===== src/rtl/tspr_pkg.sv =====
// Shared types and constants for the SPI FIFO read parser.
`timescale 1ns / 1ps
package tspr_pkg;
	localparam int unsigned ADDR_W = 24;
	localparam int unsigned BYTE_W = 8;
	localparam int unsigned LEN_W = 6;

	localparam logic [ADDR_W-1:0] ADDR_RESET = 24'hD40024;
	localparam logic [BYTE_W-1:0] DEV_WAIT = 8'h00;
	localparam logic [BYTE_W-1:0] DEV_ACK = 8'h01;
	localparam int unsigned HDR_READ_BIT = 7;

	typedef enum logic [2:0] {
		PH_SEEK     = 3'd0,
		PH_ADDR_HI  = 3'd1,
		PH_ADDR_MID = 3'd2,
		PH_ADDR_LO  = 3'd3,
		PH_WAIT     = 3'd4,
		PH_DATA     = 3'd5
	} phase_t;

	typedef struct packed {
		logic              valid;
		logic [BYTE_W-1:0] data;
		logic              last;
	} result_t;
endpackage


===== src/rtl/tspr_if.sv =====
// Valid/ready channel interfaces for byte pairs and extracted read data.
`timescale 1ns / 1ps
interface tspr_in_if;
	logic       valid;
	logic       ready;
	logic [7:0] host_byte;
	logic [7:0] device_byte;

	modport source (output valid, output host_byte, output device_byte, input ready);
	modport sink (input valid, input host_byte, input device_byte, output ready);
endinterface

interface tspr_out_if;
	logic       valid;
	logic       ready;
	logic [7:0] read_data;
	logic       last_of_read;

	modport source (output valid, output read_data, output last_of_read, input ready);
	modport sink (input valid, input read_data, input last_of_read, output ready);
endinterface


===== src/rtl/tspr_parse.sv =====
// Transaction parse state machine: header, address match, wait/ack, data.
`timescale 1ns / 1ps
module tspr_parse import tspr_pkg::*; (
	input  logic              clk,
	input  logic              arst_n,
	input  logic              step,
	input  logic [BYTE_W-1:0] host,
	input  logic [BYTE_W-1:0] dev,
	input  logic [ADDR_W-1:0] target_address,
	output result_t           res
);
	phase_t           phase_q, phase_d;
	logic [LEN_W-1:0] bytes_left_q, bytes_left_d;
	phase_t           hdr_phase;
	logic [LEN_W-1:0] hdr_len;
	logic [BYTE_W-1:0] a_hi, a_mid, a_lo;

	assign a_hi = target_address[23:16];
	assign a_mid = target_address[15:8];
	assign a_lo = target_address[7:0];

	// Re-examine the current pair as a read header.
	assign hdr_phase = host[HDR_READ_BIT] ? PH_ADDR_HI : PH_SEEK;
	assign hdr_len = host[HDR_READ_BIT] ? host[LEN_W-1:0] : bytes_left_q;

	always_ff @(posedge clk or negedge arst_n) begin
		if (!arst_n) begin
			phase_q <= PH_SEEK;
			bytes_left_q <= '0;
		end else if (step) begin
			phase_q <= phase_d;
			bytes_left_q <= bytes_left_d;
		end
	end

	always_comb begin
		phase_d = phase_q;
		bytes_left_d = bytes_left_q;
		res.valid = 1'b0;
		res.data = dev;
		res.last = 1'b0;
		case (phase_q)
			PH_ADDR_HI: begin
				if (host == a_hi) begin
					phase_d = PH_ADDR_MID;
				end else begin
					phase_d = hdr_phase;
					bytes_left_d = hdr_len;
				end
			end
			PH_ADDR_MID: begin
				if (host == a_mid) begin
					phase_d = PH_ADDR_LO;
				end else begin
					phase_d = hdr_phase;
					bytes_left_d = hdr_len;
				end
			end
			PH_ADDR_LO: begin
				if (host == a_lo && dev == DEV_WAIT) begin
					phase_d = PH_WAIT;
				end else begin
					phase_d = hdr_phase;
					bytes_left_d = hdr_len;
				end
			end
			PH_WAIT: begin
				if (dev == DEV_WAIT) begin
					phase_d = PH_WAIT;
				end else if (dev == DEV_ACK) begin
					phase_d = PH_DATA;
				end else begin
					phase_d = hdr_phase;
					bytes_left_d = hdr_len;
				end
			end
			PH_DATA: begin
				res.valid = 1'b1;
				if (bytes_left_q == '0) begin
					res.last = 1'b1;
					phase_d = PH_SEEK;
				end else begin
					bytes_left_d = bytes_left_q - 1'b1;
				end
			end
			default: begin
				phase_d = hdr_phase;
				bytes_left_d = hdr_len;
			end
		endcase
	end
endmodule


===== src/rtl/tpm_spi_fifo_read_parser_core.sv =====
// Top level of the SPI FIFO read parser: input stage, parser and result register.
//
// Usage: in_ch carries one sniffed SPI byte pair per transfer (host_byte from the
// host data-out line, device_byte from the device data-in line of the same byte
// time). out_ch carries the device data bytes of every read transaction whose
// three address bytes equal the target address; last_of_read marks the final one.
// The user must write the target address through cfg_we/cfg_wdata only while the
// block is idle; the block itself does not enforce this. An accepted pair is held
// in the input register, parsed from there, and its data byte is then captured in
// the result register that drives out_ch.
// Throughput: one pair per cycle as long as out_ch takes its results.
// When out_ch stalls with a result held, the input stage holds its pair and
// in_ch.ready drops until the result transfers; no pair is dropped.
// Reset: arst_n clears both stages, the parse state (back to header search) and
// restores the target address to 0xD40024.
`timescale 1ns / 1ps
module tpm_spi_fifo_read_parser_core import tspr_pkg::*; (
	input  logic              clk,
	input  logic              arst_n,
	input  logic              cfg_we,
	input  logic [ADDR_W-1:0] cfg_wdata,
	tspr_in_if.sink           in_ch,
	tspr_out_if.source        out_ch
);
	logic [ADDR_W-1:0] target_q;
	logic              valid_s1;
	logic [BYTE_W-1:0] host_s1, dev_s1;
	logic              out_valid_q;
	logic [BYTE_W-1:0] out_data_q;
	logic              out_last_q;
	logic              advance;
	result_t           res;

	// Parse stage moves only when the result register can take its output.
	assign advance = !out_valid_q || out_ch.ready;
	assign in_ch.ready = !valid_s1 || advance;

	always_ff @(posedge clk or negedge arst_n) begin
		if (!arst_n) begin
			target_q <= ADDR_RESET;
		end else if (cfg_we) begin
			target_q <= cfg_wdata;
		end
	end

	always_ff @(posedge clk or negedge arst_n) begin
		if (!arst_n) begin
			valid_s1 <= 1'b0;
		end else if (in_ch.ready) begin
			valid_s1 <= in_ch.valid;
		end
	end

	always_ff @(posedge clk) begin
		if (in_ch.ready && in_ch.valid) begin
			host_s1 <= in_ch.host_byte;
			dev_s1 <= in_ch.device_byte;
		end
	end

	tspr_parse u_parse (
		.clk            (clk),
		.arst_n         (arst_n),
		.step           (valid_s1 && advance),
		.host           (host_s1),
		.dev            (dev_s1),
		.target_address (target_q),
		.res            (res)
	);

	always_ff @(posedge clk or negedge arst_n) begin
		if (!arst_n) begin
			out_valid_q <= 1'b0;
		end else if (advance) begin
			out_valid_q <= valid_s1 && res.valid;
		end
	end

	always_ff @(posedge clk) begin
		if (advance && valid_s1 && res.valid) begin
			out_data_q <= res.data;
			out_last_q <= res.last;
		end
	end

	assign out_ch.valid = out_valid_q;
	assign out_ch.read_data = out_data_q;
	assign out_ch.last_of_read = out_last_q;
endmodule

===== src/flat_wrapper.sv =====
// flat-port wrapper written by rule: the top's interface ports become plain ports
module tpm_spi_fifo_read_parser_core_flat import tspr_pkg::*;
  (clk, arst_n, cfg_we, cfg_wdata, in_ch_valid, in_ch_host_byte, in_ch_device_byte, in_ch_ready, out_ch_valid, out_ch_read_data, out_ch_last_of_read, out_ch_ready);
  tspr_in_if in_ch_i ();
  tspr_out_if out_ch_i ();
  input  logic clk;
  input  logic arst_n;
  input  logic cfg_we;
  input  logic [ADDR_W-1:0] cfg_wdata;
  input wire logic [$bits(in_ch_i.valid)-1:0] in_ch_valid;
  input wire logic [$bits(in_ch_i.host_byte)-1:0] in_ch_host_byte;
  input wire logic [$bits(in_ch_i.device_byte)-1:0] in_ch_device_byte;
  output wire logic [$bits(in_ch_i.ready)-1:0] in_ch_ready;
  output wire logic [$bits(out_ch_i.valid)-1:0] out_ch_valid;
  output wire logic [$bits(out_ch_i.read_data)-1:0] out_ch_read_data;
  output wire logic [$bits(out_ch_i.last_of_read)-1:0] out_ch_last_of_read;
  input wire logic [$bits(out_ch_i.ready)-1:0] out_ch_ready;
  assign in_ch_i.valid = in_ch_valid;
  assign in_ch_i.host_byte = in_ch_host_byte;
  assign in_ch_i.device_byte = in_ch_device_byte;
  assign in_ch_ready = in_ch_i.ready;
  assign out_ch_valid = out_ch_i.valid;
  assign out_ch_read_data = out_ch_i.read_data;
  assign out_ch_last_of_read = out_ch_i.last_of_read;
  assign out_ch_i.ready = out_ch_ready;
  tpm_spi_fifo_read_parser_core u_core (.clk(clk), .arst_n(arst_n), .cfg_we(cfg_we), .cfg_wdata(cfg_wdata), .in_ch(in_ch_i), .out_ch(out_ch_i));
endmodule

===== config.mk =====
export PLATFORM = sky130hd
export DESIGN_NAME = tpm_spi_fifo_read_parser_core_flat
export DESIGN_NICKNAME = d
export VERILOG_FILES = /design/src/rtl/tspr_pkg.sv /design/src/rtl/tspr_if.sv /design/src/rtl/tspr_parse.sv /design/src/rtl/tpm_spi_fifo_read_parser_core.sv /design/src/flat_wrapper.sv
export SDC_FILE = /design/constraint.sdc
export NUM_CORES = 1
export LEC_CHECK = 0
export BUFFER_PORTS_ARGS = -buffer_cell sky130_fd_sc_hd__buf_2
export CAP_MARGIN = 20
export CORE_MARGIN = 8
export CORE_UTILIZATION = 45
export CTS_CLUSTER_SIZE = 30
export DETAILED_ROUTE_END_ITERATION = 8
export PLACE_DENSITY_LB_ADDON = 0.15
export SLEW_MARGIN = 10
export SYNTH_ARGS = -nofsm -noshare
export SYNTH_HDL_FRONTEND = slang
export SYNTH_SLANG_ARGS = --single-unit

===== constraint.sdc =====
create_clock -name clk -period 5.9 [get_ports clk]
set_input_delay 1.18 -clock clk [delete_from_list [all_inputs] [get_ports clk]]
set_output_delay 1.18 -clock clk [all_outputs]
set_load 0.01 [all_outputs]

* Word-level counts from Yosys, hierarchy flattened *
Cells that the tools add are included.

operators by class
  $add $sub $neg = 1
  reduce and logical (&&, ||, !) cells = 13
  multiplexer cells = 18
  equal/unequal tests = 16

operators by type and width
  cell                                                  count
  2-to-1 mux 6 bit                                      7
  one-hot mux 6 bit (5 select lines)                    1
  equality test 8 bit                                   3
  2-to-1 mux 3 bit                                      6
  one-hot mux 3 bit (5 select lines)                    1
  != test 2 bit (second input constant)                 7
  equality test 8 x 1 -> 1 bit (second input constant)  1
  zero test 8 bit                                       1
  AND reduction 7 bit                                   1
  equality test 3 x 2 -> 1 bit (second input constant)  2
  equality test 3 bit (second input constant)           2
  zero test 6 bit                                       1
  subtractor 6 x 1 -> 6 bit (second input constant)     1
  logical AND 1 bit                                     5
  equality test 3 x 1 -> 1 bit (second input constant)  1
  2-to-1 mux 1 bit                                      3
  zero test 1 bit                                       2
  logical OR 1 bit                                      2
  AND reduction 2 bit                                   1

word-level totals
  bits in registers = 60
  bits of input ports = 45
  logic and storage cells = 57

* Depth between registers and ports, before layout *
Gate-level depths: netlist of run 1.

  word-level depth = 4
  gate-level depth with buffers = 8

* Hierarchy *
A second synthesis of run 1 with hierarchy kept.

unflattened totals
  cell total of the unflattened synthesis = 200
  area total of the unflattened synthesis = 2846.5 sq um

by module, submodules not included
  module                         cells an instance  area an instance (sq um)  sequential area each (sq um)  times used
  tpm_spi_fifo_read_parser_core  86                 1851.8                    1408.9                        1
  tspr_parse                     114                994.7                     225.2                         1

* Least setup slack after synthesis of run 1 *
OpenSTA, ideal clock, no wires.

  path type = input port to flip-flop
  from = in out_ch_ready
  to = reg u_core.u_parse.bytes_left_q[0]
  required time = 5.776 ns
  library setup time = 0.124 ns
  stages = 7
  path slack = 3.115 ns
  data arrival time = 2.661 ns
  buffers on the path = 1
  cells stage by stage = nand2b_1 and2_1 o21ai_0 or4b_1 buf_2 or2_1 a211o_1

on the way
  word-level cells in the longest chain between the ends = 3

RTL lines
  item                                  RTL line                             source
  start: declaration                    flat_wrapper.sv:17                   input wire logic [$bits(out_ch_i.ready)-1:0] out_ch_ready;
  logical OR 1 bit                      tpm_spi_fifo_read_parser_core.sv:35  assign advance = !out_valid_q || out_ch.ready;
  logical AND 1 bit                     tpm_spi_fifo_read_parser_core.sv:64  .step (valid_s1 && advance),
  AND reduction 7 bit (no source line)  -
  end signal: assignment                tspr_parse.sv:32                     bytes_left_q <= bytes_left_d;
  end: declaration                      tspr_parse.sv:13                     logic [LEN_W-1:0] bytes_left_q, bytes_left_d;

No other way between the ends.
A chain may end at the register's enable or synchronous reset.

* Worst setup path after layout of run 1 *
  from = in out_ch_ready
  to = out in_ch_ready

on the way
  word-level cells in the longest chain between the ends = 2

RTL lines
  item              RTL line                             source
  logical OR 1 bit  tpm_spi_fifo_read_parser_core.sv:35
  logical OR 1 bit  tpm_spi_fifo_read_parser_core.sv:36  assign in_ch.ready = !valid_s1 || advance;
  end: declaration  flat_wrapper.sv:13                   output wire logic [$bits(in_ch_i.ready)-1:0] in_ch_ready;

No other way between the ends.

==> summary.md, run 1 <==
| Metric | Value |
|---|---|
| GRT met1 Usage | `0.175` |
| Top Usage Layer GRT | `met2` |
| Combinational share of power | `0.206` |
| Initial standard-cell utilization of the core | `0.456` |
| Top-count cell post-synth | `sky130_fd_sc_hd__dfrtp_1` |
| Crit Path Category | `input port to output pin` |
| Number of global-route vias before repair | `1799` |
| Total number of yosys warnings | `0` |
| Setup skew after layout | `8.43 ps` |
| Run status | `finished, final reports clean` |
| Reg power frac | `0.472` |
| Sw power | `359 uW` |
| Total power | `1230 uW` |
| Leading post-synthesis cells by instance count | `sky130_fd_sc_hd__dfrtp_1, sky130_fd_sc_hd__edfxtp_1, sky130_fd_sc_hd__mux2_2` |
| Instance area at placement | `2970 um^2` |
| Relative contribution of the clock network to total power | `0.322` |
| Worst setup slack after layout | `3120 ps` |
| Crit path top cell by count | `sky130_fd_sc_hd__buf_2` |
| Post-detailed-route count of antenna-violating nets | `0` |
| Setup repair after global routing missed its margin | `false` |
| Post-synth cell types | `39` |
| Worst setup timing slack at the placement stage | `2880 ps` |
| Element type at the critical path start | `input port` |
| Drt initial violations | `123` |
| Setup Buffers After CTS | `0` |
| Total leakage power | `0.00133 uW` |
| Placer's final routability congestion estimate | `0.768` |
| Critical path's largest stage delay | `170 ps` |
| Area of combinational cells with multiple inputs | `963 um^2` |
| Levels on crit path | `3` |
| GRT met2 Usage | `0.210` |
| Post-Synthesis Cell Area | `2640 um^2` |
| Average footprint of a synthesized cell | `13.5 um^2` |
| Total number of clock tree sinks | `60` |
| Worst path bufs/invs | `2` |
| Final core utilization | `0.552` |
| Routed wire length | `5400 um` |
| Length of the first detailed-routing pass in iterations | `5` |
| Growth of design area from synthesis to finish | `20.9%` |
| Post-route DRC violation count | `0` |
| Hold Path Class | `register to register` |
| R2R Path Start | `u_core.u_parse.phase_q[1]` |
| Hold violation total from the final report | `0` |
| Cell row count | `28` |
| Kind of end point of the critical path | `output pin` |
| Count of buffers inserted at the top-level ports | `55` |
| CP arrival | `1600 ps` |
| Net count of the finished layout | `301` |
| # diodes | `0` |
| Clock slew at the register clock pins of the worst setup and hold paths | `70 ps` |
| Number of antenna violations at the first check in global routing | `0` |
| Clock tree from TritonCTS | `built` |
| Internal | `871 uW` |
| Filler cells | `508` |
| Switching Fraction | `0.292` |
| Number of hold buffers added after cts | `0` |
| Synthesized flop and latch total | `60` |
| Worst reg2reg endpoint | `u_core.u_parse.bytes_left_q[0]` |
| Critical Path End | `in_ch_ready` |
| Worst rel slew slack | `0.445` |
| Final routed wire length divided by cell count | `16.2 um` |
| Area of the core | `5780 um^2` |
| Final instance area | `3190 um^2` |
| Wire length of the first global-routing pass | `9070 um` |
| FFs w/ async S/R, synth | `0.583` |
| Quantity of gates resized following cts | `0` |
| Slew Viols, Final | `0` |
| Number of enable-type register cells in the synthesized netlist | `25` |
| Proportion of netlist area held by the largest area contributor | `0.285` |
| Maximum number of pins on one net before global-route repair | `36` |
| Top cell family by delay on the critical path | `buffers and inverters` |
| Achievable clock frequency | `0.359 GHz` |
| Dominant cells by area after synthesis | `sky130_fd_sc_hd__edfxtp_1, sky130_fd_sc_hd__dfrtp_1, sky130_fd_sc_hd__mux2_2` |
| Final worst-path cycle share | `0.472` |
| HPWL after DPL | `3990 um` |
| IR drop worst, VDD | `199 uV` |
| Ratio of cells with drive above 1 in the final layout | `0.402` |
| Post-synth top flop | `sky130_fd_sc_hd__dfrtp_1` |
| Largest area contributor in the synthesized netlist | `sky130_fd_sc_hd__edfxtp_1` |
| Number of levels the H-tree was split into | `3` |
| Maximum buffer depth of the clock tree | `2` |
| Later-pin clock latency in the skew report | `330 ps` |
| Setup_tns | `0 ps` |
| Overall track demand over capacity in global routing | `0.138` |
| P per Cell Area | `385 nW/um^2` |
| Floorplan die area | `8570 um^2` |
| Cell chain of the critical path | `buf_2, nand3b_1, buf_2` |
| Y dimension of the die | `92.6 um` |
| Max FO, Critical Path | `3` |
| Shortest clock period the worst path allows after layout | `2780 ps` |
| Number of cells traversed by the worst register-to-register path | `5` |
| Via-to-Cell Ratio | `5.13` |
| Source of the critical timing path | `out_ch_ready` |
| Final setup violation count | `0` |
| Count of boundary I/O pins | `56` |
| Total via count after detailed routing | `1713` |
| GR met3 Demand/Resource | `0.0510` |
| MaxCap Viol Count | `0` |
| Register-to-register path setup slack | `3520 ps` |
| Number of buffers inserted during clock tree synthesis | `9` |
| Global route total overflow | `0` |
| Share of synthesized area occupied by flip-flops and latches | `0.620` |
| Syn Inst Count | `195` |
| Synthesized netlist net count | `242` |
| Worst path slowest cell | `sky130_fd_sc_hd__nand3b_1` |
| Endpoint required time on the critical path | `4720 ps` |
| Area used by sequential logic in the layout | `1630 um^2` |
| Horizontal die dimension | `92.6 um` |
| Root Buffer Master | `sky130_fd_sc_hd__clkbuf_8` |
| Actual transition at the worst max-transition pin | `833 ps` |
## power groups by stage
stage          Clock (uW)  Combinational, uW  Sequential, uW
4_1_cts               409                256             582
3_5_place_dp            0                255             590
3_3_place_gp            0                251             588
6_report              396                253             581
2_1_floorplan           0                193             574
5_1_grt               428                287             594
## per-layer routing
metal	part of all wire	wire [um]
met1	0.46	2470
met2	0.49	2650
met3	0.041	224
met4	0.0098	53
met5	0	0
## cells in the final DEF (no fill, tap or decap), drive strengths merged, types with 6 or more instances in the layout
cell type,netlist,final
buf,2,55
dfrtp,29,29
edfxtp,25,25
mux2,24,24
xor2,22,22
nor2,11,11
o21ai,9,9
nor3,9,9
clkbuf,5,9
dfstp,6,6
## area by class of cell
class                           count  area share
Timing Repair Buffer               55      0.0863
Multi-Input combinational cell    126       0.302
Clock buffer                        9      0.0388
Sequential cell                    60       0.512
Inverter                            2     0.00235
Tap cell                           75      0.0294
Clock inverter                      7      0.0286
## flip-flops by register name, indices dropped and copies added (netlist names), 3 cells and up
register                     cells
u_core.dev_s1                    8
u_core.target_q                 24
u_core.u_parse.phase_q           3
u_core.u_parse.bytes_left_q      6
u_core.out_ch.read_data          8
u_core.host_s1                   8
## logic make-up (layout without fill, tap and decap cells)
group / after synthesis / in the layout / share of synthesized area
muxes: 24 / 24 / 0.102
xor gates and xnor gates: 24 / 24 / 0.0797
DFF: 60 / 60 / 0.620
AOI/OAI and AO/OA: 23 / 23 / 0.0574
buffers and inverters: 9 / 73 / 0.0152
adders and majority gates: 2 / 2 / 0.00949
and+or+nand+nor: 53 / 53 / 0.116
## metrics by stage
step                      cells  hold WS (ps)
after floorplan             195           417
after global placement      318           423
after detailed placement    318           434
after CTS                   334           452
after global routing        334           466
final                       334           448
## how the worst min path moves through the flow
stage	depth (start not counted)	slack [ps]	from	to
final	0	450	u_core.dev_s1[3]	u_core.out_ch.read_data[3]
after global routing	0	470	u_core.dev_s1[2]	u_core.out_ch.read_data[2]
after CTS	0	450	u_core.dev_s1[3]	u_core.out_ch.read_data[3]
after detailed placement	0	430	u_core.dev_s1[3]	u_core.out_ch.read_data[3]
after global placement	0	420	u_core.dev_s1[6]	u_core.out_ch.read_data[6]
after floorplan	0	420	u_core.dev_s1[2]	u_core.out_ch.read_data[2]
Note: power is estimated with default switching activity, not from simulation.
==> run 2, diff against run 1 <==
- clock period: 5.9 -> 2.6 ns (I/O delays scaled with it)
==> summary.md, run 2 (synthesis gave the netlist of run 1 again) <==
| Metric | Value |
|---|---|
| Run status | `finished, final reports clean` |
| Total via count after detailed routing | `1756` |
| Most flop-heavy register | `u_core.target_q` |
| Filler cells | `509` |
| Maximum number of pins on one net before global-route repair | `36` |
| Total power | `2700 uW` |
| Setup repair after global routing missed its margin | `false` |
| Later-pin clock latency in the skew report | `320 ps` |
| Net count of the finished layout | `306` |
| Cell chain of the critical path | `or4b_2, nor4_1, or4b_1, nor4_1, a211o_1` |
| Count of buffers inserted at the top-level ports | `55` |
| Final worst-path cycle share | `0.914` |
| Final instance area | `3200 um^2` |
| Quantity of gates resized following cts | `0` |
| MaxCap Viol Count | `0` |
| Critical path's largest stage delay | `680 ps` |
| Worst path slowest cell | `sky130_fd_sc_hd__or4b_2` |
| Post-detailed-route count of antenna-violating nets | `0` |
| Overall track demand over capacity in global routing | `0.130` |
| Root Buffer Master | `sky130_fd_sc_hd__clkbuf_8` |
| Growth of design area from synthesis to finish | `21.4%` |
| Final setup violation count | `0` |
| Clock tree from TritonCTS | `built` |
| Number of global-route vias before repair | `1785` |
| Drt initial violations | `120` |
| Global route total overflow | `0` |
| IR drop worst, VDD | `359 uV` |
| Most frequent standard cell in the layout excluding fill and tap cells | `sky130_fd_sc_hd__buf_2` |
| Area used by sequential logic in the layout | `1630 um^2` |
| Cell row count | `28` |
| Instance area at placement | `3010 um^2` |
| Worst rel slew slack | `0.472` |
| Hold violation total from the final report | `0` |
| Hold Path Class | `input port to asynchronous set/reset pin` |
| Actual transition at the worst max-transition pin | `791 ps` |
| Shortest clock period the worst path allows after layout | `2380 ps` |
| Maximum buffer depth of the clock tree | `2` |
| Setup_tns | `0 ps` |
| Area of the core | `5780 um^2` |
| Wire length of the first global-routing pass | `8630 um` |
| Ratio of cells with drive above 1 in the final layout | `0.405` |
| Floorplan die area | `8570 um^2` |
| Crit Path Category | `register to register` |
| Clock slew at the register clock pins of the worst setup and hold paths | `70 ps` |
| Max FFs per register | `24` |
| Kind of end point of the critical path | `register` |
| Crit path top cell by count | `sky130_fd_sc_hd__nor4_1` |
| Final routed wire length divided by cell count | `15.9 um` |
| Achievable clock frequency | `0.421 GHz` |
| Count of boundary I/O pins | `56` |
| Number of levels the H-tree was split into | `3` |
| Total leakage power | `0.00135 uW` |
| Number of cells traversed by the worst register-to-register path | `5` |
| Worst setup timing slack at the placement stage | `215 ps` |
| Max FO, Critical Path | `9` |
| Final core utilization | `0.554` |
| HPWL after DPL | `3970 um` |
| # diodes | `0` |
| Endpoint required time on the critical path | `2810 ps` |
| Via-to-Cell Ratio | `5.18` |
| CP arrival | `2580 ps` |
| Initial standard-cell utilization of the core | `0.456` |
| Y dimension of the die | `92.6 um` |
| Horizontal die dimension | `92.6 um` |
| Number of hold buffers added after cts | `0` |
| Number of antenna violations at the first check in global routing | `0` |
| Number of buffers inserted during clock tree synthesis | `9` |
| Length of the first detailed-routing pass in iterations | `4` |
| Setup skew after layout | `8.77 ps` |
| Routed wire length | `5400 um` |
| Placer's final routability congestion estimate | `0.822` |
| P per Cell Area | `843 nW/um^2` |
| Worst setup slack after layout | `224 ps` |
| Total number of clock tree sinks | `60` |
| Setup Buffers After CTS | `0` |
| Leading cell types in the layout, fill and taps excluded | `sky130_fd_sc_hd__buf_2, sky130_fd_sc_hd__dfrtp_1, sky130_fd_sc_hd__edfxtp_1, sky130_fd_sc_hd__mux2_2, sky130_fd_sc_hd__xor2_1` |
| Element type at the critical path start | `register` |
| Slew Viols, Final | `0` |
| Area of combinational cells with multiple inputs | `963 um^2` |
| Post-route DRC violation count | `0` |
==> run 2: changes by cell type in the layout (fill, tap and decap cells not counted), sizes merged <==
cell | previous run | this run
bufinv | 2 | 0
clkbuf | 9 | 15
clkinvlp | 1 | 0
clkinv | 4 | 1
buf | 55 | 60
==> run 2: final timing paths <==
kind / from / endpoint / slack (ps)
hold / removal: arst_n / u_core.u_parse.bytes_left_q[3] / 270
min in group clk: in_ch_host_byte[5] / u_core.host_s1[5] / 370
setup reg to reg: u_core.u_parse.phase_q[1] / u_core.u_parse.bytes_left_q[0] / 220
setup / recovery: u_core.u_parse.phase_q[1] / u_core.u_parse.bytes_left_q[0] / 220
max in group asynchronous: arst_n / u_core.target_q[9] / 1810
hold reg to reg: u_core.dev_s1[2] / u_core.out_ch.read_data[2] / 450
==> run 2: worst max-delay path: cells and delay by family (launching register included) <==
family	cells	cell delay (ps)
and+or+nand+nor	4	1530
DFF	1	450
AOI/OAI and AO/OA	1	270
==> run 2: stage by stage <==
stage	std cells	hold slack (ps)
5_1_grt	339	341
3_3_place_gp	323	423
3_5_place_dp	323	433
4_1_cts	339	306
2_1_floorplan	195	224
6_report	339	272
==> run 2: layout make-up <==
cell class	count	share of cell area
multi-input cells	126	0.301
clock inverters	1	0.00156
repair buffers	60	0.0977
flip-flops and latches	60	0.510
clock buffers	15	0.0582
well taps	75	0.0293
inverters	2	0.00234
==> run 2: power breakdown <==
group / internal [uW] / total (uW) / switching [uW]
combinational: 290 / 605 / 315
clock: 450 / 777 / 327
sequential: 1180 / 1320 / 143
==> run 2: routing by layer <==
layer,part of all wire,vias up,GRT usage
met2,0.48,44,0.196
met5,0,-,0
met1,0.46,859,0.169
li1,-,843,-
met4,0.017,0,0.0644
met3,0.046,10,0.0356
